===== config.mk =====
export PLATFORM = sky130hd
export DESIGN_NAME = weekly_time_window_event_matcher_top
export DESIGN_NICKNAME = d
export VERILOG_FILES = /design/src/rtl/wtwem_pkg.sv /design/src/rtl/wtwem_table.sv /design/src/rtl/wtwem_match_unit.sv /design/src/rtl/weekly_time_window_event_matcher_top.sv
export VERILOG_INCLUDE_DIRS = /design/src /design/src/rtl
export SDC_FILE = /design/constraint.sdc
export NUM_CORES = 2
export LEC_CHECK = 0
export ABC_CLOCK_PERIOD_IN_PS = 9500
export BUFFER_PORTS_ARGS = -buffer_cell sky130_fd_sc_hd__buf_4
export CORE_MARGIN = 2
export CORE_UTILIZATION = 35
export DETAILED_ROUTE_END_ITERATION = 8
export PLACE_DENSITY_LB_ADDON = 0.12
export SLEW_MARGIN = 25
export SYNTH_ARGS = -nofsm -noshare
export SYNTH_HDL_FRONTEND = slang
export SYNTH_SLANG_ARGS = --single-unit

===== constraint.sdc =====
create_clock -name clk -period 9.5 [get_ports clk]
set_input_delay 0.95 -clock clk [delete_from_list [all_inputs] [get_ports clk]]
set_output_delay 0.95 -clock clk [all_outputs]
set_load 0.01 [all_outputs]

===== src/rtl/assert_macros.svh =====
// ----------------------------------------------------------------------------
// assert_macros.svh
// Assertion helpers for the event matcher RTL.
// Each macro expects clk and arst_n in the scope where it is used.
// ----------------------------------------------------------------------------
`ifndef ASSERT_MACROS_SVH
`define ASSERT_MACROS_SVH

// prop must hold at every clock edge outside reset.
`define ASSERT_CLK(label, prop, msg) \
	label: assert property (@(posedge clk) disable iff (!arst_n) prop) else $error(msg);

// expr must never be true at a clock edge outside reset.
`define ASSERT_NEVER(label, expr, msg) \
	label: assert property (@(posedge clk) disable iff (!arst_n) !(expr)) else $error(msg);

`endif


===== src/rtl/wtwem_pkg.sv =====
`timescale 1ns / 1ps
// ----------------------------------------------------------------------------
// wtwem_pkg
// Types and constants shared by the weekly time-window event matcher.
// ----------------------------------------------------------------------------
package wtwem_pkg;

	localparam int MIN_W      = 11;
	localparam int DAYS_W     = 7;
	localparam int DOW_W      = 3;
	localparam int FLAGS_W    = 19;
	localparam int IN_FLAGS_W = 20;
	localparam int CODE_W     = 8;
	localparam int IDX_IN_W   = 5;
	localparam int CNT_CFG_W  = 6;

	// Flag bit positions inside the 20-bit entry flag word
	localparam int FLG_RECV_ONLY   = 3;
	localparam int FLG_CM_ONLY     = 4;
	localparam int FLG_NONCM_ONLY  = 5;
	localparam int FLG_LISTED_ONLY = 8;
	localparam int FLG_END_EMPTY   = 15;
	localparam int FLG_EXIT_EMPTY  = 16;
	localparam int FLG_EXIT_DONE   = 17;
	localparam int FLG_ENABLE      = 19;

	localparam logic MODE_WRITE = 1'b0;
	localparam logic MODE_QUERY = 1'b1;

	typedef struct packed {
		logic               enable;
		logic [FLAGS_W-1:0] flags;
		logic [DAYS_W-1:0]  days;
		logic [MIN_W-1:0]   win_start;
		logic [MIN_W-1:0]   win_end;
		logic [CODE_W-1:0]  code;
	} entry_t;

	typedef enum logic [0:0] {
		ST_IDLE,
		ST_SCAN
	} state_t;

endpackage


===== src/rtl/wtwem_table.sv =====
`timescale 1ns / 1ps
// ----------------------------------------------------------------------------
// wtwem_table
// Event table: one write port, one read port with registered read data.
// ----------------------------------------------------------------------------
module wtwem_table #(
	parameter int NUM_EVENTS = 32,
	localparam int AW = (NUM_EVENTS > 1) ? $clog2(NUM_EVENTS) : 1
) (
	input  logic                   clk,
	input  logic                   wr_en,
	input  logic [AW-1:0]          wr_addr,
	input  wtwem_pkg::entry_t      wr_data,
	input  logic                   rd_en,
	input  logic [AW-1:0]          rd_addr,
	output wtwem_pkg::entry_t      rd_data
);
	wtwem_pkg::entry_t mem_q [NUM_EVENTS];
	wtwem_pkg::entry_t rd_data_q;

	always_ff @(posedge clk) begin
		if (wr_en) begin
			mem_q[wr_addr] <= wr_data;
		end
		if (rd_en) begin
			rd_data_q <= mem_q[rd_addr];
		end
	end

	assign rd_data = rd_data_q;

endmodule


===== src/rtl/wtwem_match_unit.sv =====
`timescale 1ns / 1ps
// ----------------------------------------------------------------------------
// wtwem_match_unit
// Shared compare unit: checks one table entry against the query day and time.
// ----------------------------------------------------------------------------
module wtwem_match_unit (
	input  wtwem_pkg::entry_t                 entry,
	input  logic [wtwem_pkg::DOW_W-1:0]       day,
	input  logic [wtwem_pkg::MIN_W-1:0]       now,
	output logic                              hit
);
	logic [wtwem_pkg::DAYS_W:0] days_ext;
	logic                       day_ok;
	logic                       after_start;
	logic                       before_end;
	logic                       in_window;

	always_comb begin
		// weekday seven has no mask bit and never matches
		days_ext    = {1'b0, entry.days};
		day_ok      = days_ext[day];
		after_start = (now >= entry.win_start);
		before_end  = (now < entry.win_end);
		// end at or before start wraps past midnight
		if (entry.win_end <= entry.win_start) begin
			in_window = after_start || before_end;
		end else begin
			in_window = after_start && before_end;
		end
		hit = entry.enable && day_ok && in_window;
	end

endmodule


===== src/rtl/weekly_time_window_event_matcher_top.sv =====
`timescale 1ns / 1ps
`include "assert_macros.svh"
// ----------------------------------------------------------------------------
// weekly_time_window_event_matcher_top
// Scheduled event table with a sequential first-match scan per query.
// ----------------------------------------------------------------------------
// Channel  | Handshake            | Payload
// ---------+----------------------+--------------------------------------------
// item in  | start, busy          | mode, entry_*, day_of_week, minute_of_day,
//          |                      | node_is_cm, node_is_listed, queue_empty
// result   | done (one cycle)     | matched, event_index, event_flags,
//          |                      | poll_allowed, end_event, exit_program, exit_code
// config   | cfg_we               | cfg_wdata (event_count)
//
// A write item's result strobes in the next cycle and busy stays low. A query
// holds busy from accept until its result, scanning N = min(event_count,
// NUM_EVENTS) entries and stopping early on a match; the single table read
// port feeding the shared compare unit, one entry per cycle, sets its pace.
// Reset clears the sequencer, the count register and the strobe; the table
// holds garbage until written. The receiver cannot stall.
// ----------------------------------------------------------------------------
module weekly_time_window_event_matcher_top #(
	parameter int NUM_EVENTS = 32
) (
	input  logic                                  clk,
	input  logic                                  arst_n,
	input  logic                                  start,
	output logic                                  busy,
	input  logic                                  mode,
	input  logic [wtwem_pkg::IDX_IN_W-1:0]        entry_index,
	input  logic [wtwem_pkg::IN_FLAGS_W-1:0]      entry_flags,
	input  logic [wtwem_pkg::DAYS_W-1:0]          entry_days,
	input  logic [wtwem_pkg::MIN_W-1:0]           entry_start,
	input  logic [wtwem_pkg::MIN_W-1:0]           entry_end,
	input  logic [wtwem_pkg::CODE_W-1:0]          entry_exit_code,
	input  logic [wtwem_pkg::DOW_W-1:0]           day_of_week,
	input  logic [wtwem_pkg::MIN_W-1:0]           minute_of_day,
	input  logic                                  node_is_cm,
	input  logic                                  node_is_listed,
	input  logic                                  queue_empty,
	input  logic                                  cfg_we,
	input  logic [wtwem_pkg::CNT_CFG_W-1:0]       cfg_wdata,
	output logic                                  done,
	output logic                                  matched,
	output logic [wtwem_pkg::IDX_IN_W-1:0]        event_index,
	output logic [wtwem_pkg::FLAGS_W-1:0]         event_flags,
	output logic                                  poll_allowed,
	output logic                                  end_event,
	output logic                                  exit_program,
	output logic [wtwem_pkg::CODE_W-1:0]          exit_code
);
	localparam int IDX_W = (NUM_EVENTS > 1) ? $clog2(NUM_EVENTS) : 1;
	localparam int CNT_W = $clog2(NUM_EVENTS + 1);
	localparam int CMP_W = (CNT_W > wtwem_pkg::CNT_CFG_W) ? CNT_W : wtwem_pkg::CNT_CFG_W;
	localparam int XW    = (IDX_W > wtwem_pkg::IDX_IN_W) ? IDX_W : wtwem_pkg::IDX_IN_W;
	localparam int SW    = (CNT_W > wtwem_pkg::IDX_IN_W) ? CNT_W : wtwem_pkg::IDX_IN_W;

	wtwem_pkg::state_t state_q, state_d;

	logic [wtwem_pkg::CNT_CFG_W-1:0] event_count_q;
	logic [CNT_W-1:0]                rd_q;
	logic                            chk_v_q;
	logic [IDX_W-1:0]                chk_idx_q;

	logic [wtwem_pkg::DOW_W-1:0]     dow_q;
	logic [wtwem_pkg::MIN_W-1:0]     now_q;
	logic                            cm_q;
	logic                            listed_q;
	logic                            qempty_q;

	logic                            done_q;
	logic                            matched_q;
	logic [wtwem_pkg::IDX_IN_W-1:0]  event_index_q;
	logic [wtwem_pkg::FLAGS_W-1:0]   event_flags_q;
	logic                            poll_q;
	logic                            end_q;
	logic                            exit_q;
	logic [wtwem_pkg::CODE_W-1:0]    code_q;

	logic                            accept;
	logic                            wr_accept;
	logic                            q_accept;
	logic [CMP_W-1:0]                cnt_ext;
	logic [CNT_W-1:0]                lim;
	logic [SW-1:0]                   wr_idx_cmp;
	logic [XW-1:0]                   wr_idx_ext;
	logic                            wr_en;
	logic [IDX_W-1:0]                wr_addr;
	wtwem_pkg::entry_t               wr_entry;
	wtwem_pkg::entry_t               rd_entry;
	logic                            issue;
	logic                            finish;
	logic                            hit;
	logic                            win;
	logic [XW-1:0]                   hit_idx_ext;
	logic                            poll_d;
	logic                            end_d;
	logic                            exit_d;

	assign accept    = start && !busy;
	assign wr_accept = accept && (mode == wtwem_pkg::MODE_WRITE);
	assign q_accept  = accept && (mode == wtwem_pkg::MODE_QUERY);

	// Clamp the scan length to the table depth
	always_comb begin
		cnt_ext = CMP_W'(event_count_q);
		if (cnt_ext > CMP_W'(NUM_EVENTS)) begin
			lim = CNT_W'(NUM_EVENTS);
		end else begin
			lim = CNT_W'(cnt_ext);
		end
	end

	// Drop writes to slots past the table depth
	always_comb begin
		wr_idx_cmp = SW'(entry_index);
		wr_idx_ext = XW'(entry_index);
		wr_en      = wr_accept && (wr_idx_cmp < SW'(NUM_EVENTS));
		wr_addr    = wr_idx_ext[IDX_W-1:0];
		wr_entry.enable    = entry_flags[wtwem_pkg::FLG_ENABLE];
		wr_entry.flags     = entry_flags[wtwem_pkg::FLAGS_W-1:0];
		wr_entry.days      = entry_days;
		wr_entry.win_start = entry_start;
		wr_entry.win_end   = entry_end;
		wr_entry.code      = entry_exit_code;
	end

	wtwem_table #(
		.NUM_EVENTS (NUM_EVENTS)
	) u_table (
		.clk     (clk),
		.wr_en   (wr_en),
		.wr_addr (wr_addr),
		.wr_data (wr_entry),
		.rd_en   (issue),
		.rd_addr (rd_q[IDX_W-1:0]),
		.rd_data (rd_entry)
	);

	wtwem_match_unit u_match (
		.entry (rd_entry),
		.day   (dow_q),
		.now   (now_q),
		.hit   (hit)
	);

	// Policy decode of the winning entry's flags
	always_comb begin
		win         = chk_v_q && hit;
		hit_idx_ext = XW'(chk_idx_q);
		poll_d = !(rd_entry.flags[wtwem_pkg::FLG_RECV_ONLY] ||
			(rd_entry.flags[wtwem_pkg::FLG_CM_ONLY] && !cm_q) ||
			(rd_entry.flags[wtwem_pkg::FLG_NONCM_ONLY] && cm_q) ||
			(rd_entry.flags[wtwem_pkg::FLG_LISTED_ONLY] && !listed_q));
		end_d  = rd_entry.flags[wtwem_pkg::FLG_END_EMPTY] && qempty_q;
		exit_d = !end_d && qempty_q &&
			(rd_entry.flags[wtwem_pkg::FLG_EXIT_EMPTY] ||
			rd_entry.flags[wtwem_pkg::FLG_EXIT_DONE]);
	end

	// Sequencer: next state and scan controls
	always_comb begin
		state_d = state_q;
		issue   = 1'b0;
		finish  = 1'b0;
		unique case (state_q)
			wtwem_pkg::ST_IDLE: begin
				if (q_accept) begin
					state_d = wtwem_pkg::ST_SCAN;
				end
			end
			wtwem_pkg::ST_SCAN: begin
				issue = (rd_q < lim);
				// stop on a hit, or once the last issued entry has been checked
				finish = win || !issue;
				if (finish) begin
					state_d = wtwem_pkg::ST_IDLE;
				end
			end
			default: begin
				state_d = wtwem_pkg::ST_IDLE;
			end
		endcase
	end

	assign busy = (state_q != wtwem_pkg::ST_IDLE);

	always_ff @(posedge clk or negedge arst_n) begin
		if (!arst_n) begin
			state_q       <= wtwem_pkg::ST_IDLE;
			event_count_q <= '0;
			rd_q          <= '0;
			chk_v_q       <= 1'b0;
			done_q        <= 1'b0;
		end else begin
			state_q <= state_d;
			if (cfg_we) begin
				event_count_q <= cfg_wdata;
			end
			if (q_accept) begin
				rd_q    <= '0;
				chk_v_q <= 1'b0;
			end else if (state_q == wtwem_pkg::ST_SCAN) begin
				chk_v_q <= issue;
				if (issue) begin
					rd_q <= rd_q + CNT_W'(1);
				end
			end
			done_q <= wr_accept || finish;
		end
	end

	always_ff @(posedge clk) begin
		if (q_accept) begin
			dow_q    <= day_of_week;
			now_q    <= minute_of_day;
			cm_q     <= node_is_cm;
			listed_q <= node_is_listed;
			qempty_q <= queue_empty;
		end
		if (issue) begin
			chk_idx_q <= rd_q[IDX_W-1:0];
		end
		if (wr_accept || (finish && !win)) begin
			matched_q     <= 1'b0;
			event_index_q <= '0;
			event_flags_q <= '0;
			poll_q        <= 1'b1;
			end_q         <= 1'b0;
			exit_q        <= 1'b0;
			code_q        <= '0;
		end else if (finish) begin
			matched_q     <= 1'b1;
			event_index_q <= hit_idx_ext[wtwem_pkg::IDX_IN_W-1:0];
			event_flags_q <= rd_entry.flags;
			poll_q        <= poll_d;
			end_q         <= end_d;
			exit_q        <= exit_d;
			code_q        <= rd_entry.code;
		end
	end

	assign done         = done_q;
	assign matched      = matched_q;
	assign event_index  = event_index_q;
	assign event_flags  = event_flags_q;
	assign poll_allowed = poll_q;
	assign end_event    = end_q;
	assign exit_program = exit_q;
	assign exit_code    = code_q;

	`ASSERT_CLK(a_no_done_in_scan, (state_q == wtwem_pkg::ST_SCAN) |-> !done_q,
		"result strobe during scan")
	`ASSERT_CLK(a_chk_in_range,
		((state_q == wtwem_pkg::ST_SCAN) && chk_v_q) |-> (CNT_W'(chk_idx_q) < lim),
		"checked slot beyond scan limit")
	`ASSERT_CLK(a_rd_bound, (state_q == wtwem_pkg::ST_SCAN) |-> (rd_q <= lim),
		"read counter overran limit")
	`ASSERT_CLK(a_miss_clean, (done_q && !matched_q) |-> (poll_q && !end_q && !exit_q &&
		(event_flags_q == '0) && (code_q == '0)), "miss result not clean")
	`ASSERT_NEVER(a_end_xor_exit, done_q && end_q && exit_q, "end and exit both reported")

endmodule

---- Word-level counts from Yosys, hierarchy flattened ----
Memories as Yosys holds them, arrays and structs flattened. A register that Yosys moved wholly into a read port is not among the register bits.
Cells that the tools add are included.
storage, ports and cells
  register bits ........................... 73
  memory bits (writable) .................. 1824
  bits of input ports ..................... 90
  output and inout bits ................... 38
  word-level logic and storage cells ...... 76
  memories kept ........................... 1
memories
  memory         words  bits a word  rd ports  clocked after memory_dff  wr ports  line               RTL
  u_table.mem_q  32     57           1         1                         1         wtwem_table.sv:18  wtwem_pkg::entry_t mem_q [NUM_EVENTS];
operators by class
  add/sub/neg operators ................... 1
  $lt $le $gt $ge ......................... 6
  muxes and demuxes ....................... 16
  bitwise operators ....................... 2
  reductions and logical operators ........ 32
operator list
  operator                                                    count
  2-to-1 mux 6 bit                                            4
  logical AND 1 bit                                           14
  greater-or-equal comparator 11 bit                          1
  less-or-equal comparator 11 bit                             1
  less-than comparator 11 bit                                 1
  2-to-1 mux 1 bit                                            10
  logical OR 1 bit                                            8
  logical NOT 1 bit                                           7
  adder 6 x 1 -> 6 bit, second input constant                 1
  greater-than comparator 6 bit, second input constant        1
  less-than comparator 6 bit                                  1
  less-than comparator 3 x 4 -> 1 bit, second input constant  1
  nonzero test 2 bit                                          2
  binary-select mux 1 bit (select 3 bit)                      1
  inverter 1 bit                                              2
  one-hot mux 1 bit (2 select lines)                          1
  AND reduction 2 bit                                         1

---- Depth between registers and ports, before layout ----
  depth after elaboration ................. 9
  gate-level depth with buffers ........... 11
  gate-level depth less buffers ........... 9

---- By module ----
Synthesis repeated with hierarchy kept, for this count alone.
unflattened totals
  cells, all modules ...................... 4277
  area, all modules ....................... 76161.8 um2
by module, submodules not included
  module                                instances  cells each  area an instance (um2)  seq. area each (um2)
  wtwem_table                           1          3985        72692.2                 56484.2
  weekly_time_window_event_matcher_top  1          190         2647.5                  1756.7
  wtwem_match_unit                      1          102         822.0                   0.0

---- Worst setup path after synthesis ----
Ideal clock, no wire load.
  path type ............................... input port to flip-flop
  start point ............................. in mode
  end point ............................... mem u_table.mem_q[12][0] (netlist bit), enable pin
  setup time .............................. 0.472 ns
  arrival time ............................ 4.012 ns
  data required time ...................... 9.028 ns
  path slack .............................. 5.016 ns
  stages .................................. 5
  buffers on the path ..................... 1
  cell sequence ........................... inv_1 > nand3_1 > or3_1 > clkbuf_1 > nor2_1
on the way
  longest elaborated chain between the ends .. 4
ends and longest elaborated chain
  what                                    line                                         RTL
  start, declared                         weekly_time_window_event_matcher_top.sv:29   input logic mode,
  inverter 1 bit                          weekly_time_window_event_matcher_top.sv:101  assign wr_accept = accept && (mode == wtwem_pkg::MODE_WRITE);
  logical AND 1 bit                       weekly_time_window_event_matcher_top.sv:101
  2-to-1 mux 1 bit                        wtwem_table.sv:22                            if (wr_en) begin
  2-to-1 mux 1 bit (not written as such)  wtwem_table.sv:23                            mem_q[wr_addr] <= wr_data;
  end, declared                           wtwem_table.sv:18
No other way between the ends.

---- Final worst setup path ----
  start point ............................. reg rd_q[1]
  end point ............................... reg u_table.rd_data[32] (netlist name)
on the way
  longest elaborated chain between the ends .. 2
ends and longest elaborated chain
  what                        line                                         RTL
  start, declared             weekly_time_window_event_matcher_top.sv:61   logic [CNT_W-1:0] rd_q;
  start signal, assigned      weekly_time_window_event_matcher_top.sv:206  rd_q <= rd_q + CNT_W'(1);
  less-than comparator 6 bit  weekly_time_window_event_matcher_top.sv:173  issue = (rd_q < lim);
  2-to-1 mux 1 bit            weekly_time_window_event_matcher_top.sv:166  unique case (state_q)
Several ways; a longest one is shown, not always the timed one.
A chain may end at the register's enable or synchronous reset.

==> results.json <==
{
  "outcome": "completed",
  "ios": 128,
  "pwr_density_cell_nw_per_um2": 271,
  "dieHeight_um": 464,
  "ys_ff_latch": 1954,
  "max_freq_mhz": 245,
  "setup_viol": 0,
  "hp-start": "day_of_week[1]",
  "synth.yosys.seq_area_share_pct": 78.5,
  "drive_gt1_share_pct": 31.3,
  "drv_slew": 0,
  "cts_tree": "done",
  "cts.sinks": 1954,
  "ctsResizeCount": 0,
  "clk_latency_ns": 0.83,
  "coreArea_sq_um": 210000,
  "hold_end": "dow_q[1]$_DFFE_PP_",
  "rsz0062_at_grt": "false",
  "setup.worst_path.start": "rd_q[1]$_DFFE_PN0P_",
  "rows": 168,
  "yosys.area.top_type_share_pct": 77.1,
  "finalPower_uw": 23200,
  "p_leak_uw": 0.0266,
  "place_inst": 5985,
  "synth_warnings": 0,
  "yosys.area.top_type": "edfxtp_1",
  "ys_types": 45,
  "dp_slack_ns": 4.98,
  "syn_avg_cell_area_sq_um": 23.9,
  "wl_per_cell_um": 32.2,
  "hpwl_um": 106000,
  "async_flop_share_pct": 0.768,
  "viasPerCell": 5.33,
  "grt_use_total_pct": 18.9,
  "setup_ws_ns": 5.42,
  "yosysMostFrequentCell": "edfxtp_1",
  "mappedNetlistArea_sq_um": 74200,
  "cap_violations": 0,
  "grt_pass1_vias": 36200,
  "synth_edf_count": 1903,
  "drt_first_pass_iters": 7,
  "synth_common_cells": "edfxtp_1, mux4_2, nand2_1",
  "drtIter0Drc": 3394,
  "cts_buffer_depth": 3,
  "setup_tns_ns": 0,
  "hold_path_class": "input port to flip-flop",
  "required_ns": 10.08,
  "stdcell_count": 6366,
  "netlist_instances": 3107,
  "num-nets-final": 3519,
  "routed_wirelength_um": 205000,
  "crit_type": "flip-flop to flip-flop",
  "grt_max_degree": 145,
  "worst_slew_pin_slew_ns": 1.02,
  "min_period_over_period_pct": 43.0,
  "routabilityCongestion": 0.757,
  "endpoint_kind": "flip-flop",
  "r2r_cells": 6,
  "fin_area_sq_um": 85500,
  "cp-start-kind": "flip-flop",
  "io_buffers": 127,
  "cts_made_buffers": 207,
  "overflow": 0,
  "num_vias": 34000,
  "rrSetupSlack_ns": 5.42,
  "regArea_sq_um": 58300,
  "clkSlewWorstSetupHoldPaths_ns": 0.06,
  "drc": 0,
  "synth_ff_type": "edfxtp_1",
  "slew_headroom_pct": 31.7,
  "synthToLayoutAreaGrowth_pct": 15.3,
  "antenna_found_initial": 11,
  "cts_max_level": 4,
  "start_util_pct": 35.3,
  "crit_fanout": 62,
  "whs_path_depth": 1,
  "ir_drop_mv": 0.284,
  "dieArea_sq_um": 216000,
  "root_buffer": "clkbuf_16",
  "multi_input_comb_area_sq_um": 15400,
  "synth_nets": 3235,
  "cp.arrival_ns": 4.66,
  "placed_cell_area_sq_um": 79000,
  "final_antenna_net_count": 0,
  "die_w_um": 464,
  "r2r_end": "u_table.rd_data[32]$_DFFE_PP_",
  "hold_viol_final": 0,
  "fin_worst_skew_ns": 0.0279,
  "rr_startpoint": "rd_q[1]$_DFFE_PN0P_",
  "grt_pass1_wl_um": 286000,
  "synth_area_leaders": "edfxtp_1, mux4_2, nand2_1",
  "fin_crit_ns": 4.08,
  "num-fill-cells": 18300
}
-- cell families (layout without fill, tap and decap cells) --
group                      Yosys count  count (layout)  synth area share (%)
DFF                               1954            1954                  78.5
adders and majority gates           38              38                 0.641
muxes                              581             581                  17.5
buffers and inverters              182             634                  1.04
AOI/OAI and AO/OA                   80              80                 0.806
and+or+nand+nor                    271             271                  1.49
xor gates and xnor gates             1               1                0.0118
other                                0               2                     0
-- critical path, cell delays in order (launching register included) --
cell     delay [ns]
dfrtp_4        0.88
buf_4          0.79
buf_4          0.89
mux4_2         0.44
mux4_2         0.49
nand2_1        0.09
nand2_1        0.08
-- repair_timing --
item / in CTS / in global routing
hold buffers: 1 / 0
hold endpoints to repair: 15 / 0
setup buffers: 0 / 0
-- metal layers --
layer	up-vias	part of all wire, %	global-route usage [%]	routed length, um
met1	18900	41	24.4	84000
met2	905	52	33.5	107000
li1	13800	-	-	-
met4	6	2.1	4.59	4300
met3	265	4.4	2.91	9090
met5	-	0.016	0	32
-- state kept, by name, indices dropped and copies added (netlist names) --
name	flops
cnt_ext	6
rd_q	6
exit_code	8
chk_v_q	1
exit_program	1
cm_q	1
qempty_q	1
event_flags	19
end_event	1
u_table.mem_q	1824
poll_allowed	1
busy	1
event_index	5
dow_q	3
listed_q	1
now_q	11
matched	1
u_table.rd_data	57
done	1
chk_idx_q	5
-- cells in the final DEF (no fill, tap or decap), drive strengths merged, types with 17 or more instances in the layout --
cell type / instances
dfxtp: 36
ha: 38
edfxtp: 1903
clkinv: 83
inv: 39
mux4: 571
buf: 224
nand2: 193
a21oi: 17
nor2: 46
a22o: 32
clkbuf: 271
-- cell type report --
| class | count | area share (%) |
|---|---|---|
| Tap cell | 2805 | 4.11 |
| Clock buffer | 271 | 6.54 |
| Inverter | 32 | 0.146 |
| Clock inverter | 106 | 0.951 |
| Antenna cell | 2 | 0.00585 |
| Multi-Input combinational cell | 971 | 18.0 |
| Timing Repair Buffer | 225 | 2.08 |
| Sequential cell | 1954 | 68.1 |
-- per-stage QoR --
stage	hold slack, ns	util [%]
floorplan	0.436	-
global placement	0.441	37.6
detailed placement	0.444	37.6
CTS	0.221	40.7
global route	0.241	40.7
finish	0.296	40.7
-- worst max-delay path by stage --
stage                                           end
floorplan            u_table.mem_q[12][0]$_DFFE_PP_
global placement      u_table.rd_data[47]$_DFFE_PP_
detailed placement  u_table.mem_q[14][37]$_DFFE_PP_
CTS                   u_table.rd_data[48]$_DFFE_PP_
global route          u_table.rd_data[38]$_DFFE_PP_
finish                u_table.rd_data[32]$_DFFE_PP_
-- power by group --
| group | switching, uW | internal, uW |
|---|---|---|
| combinational | 2620 | 2690 |
| sequential | 345 | 9860 |
| clock | 3300 | 4370 |
| total | 6270 | 16900 |
(Power assumes the default switching activity.)
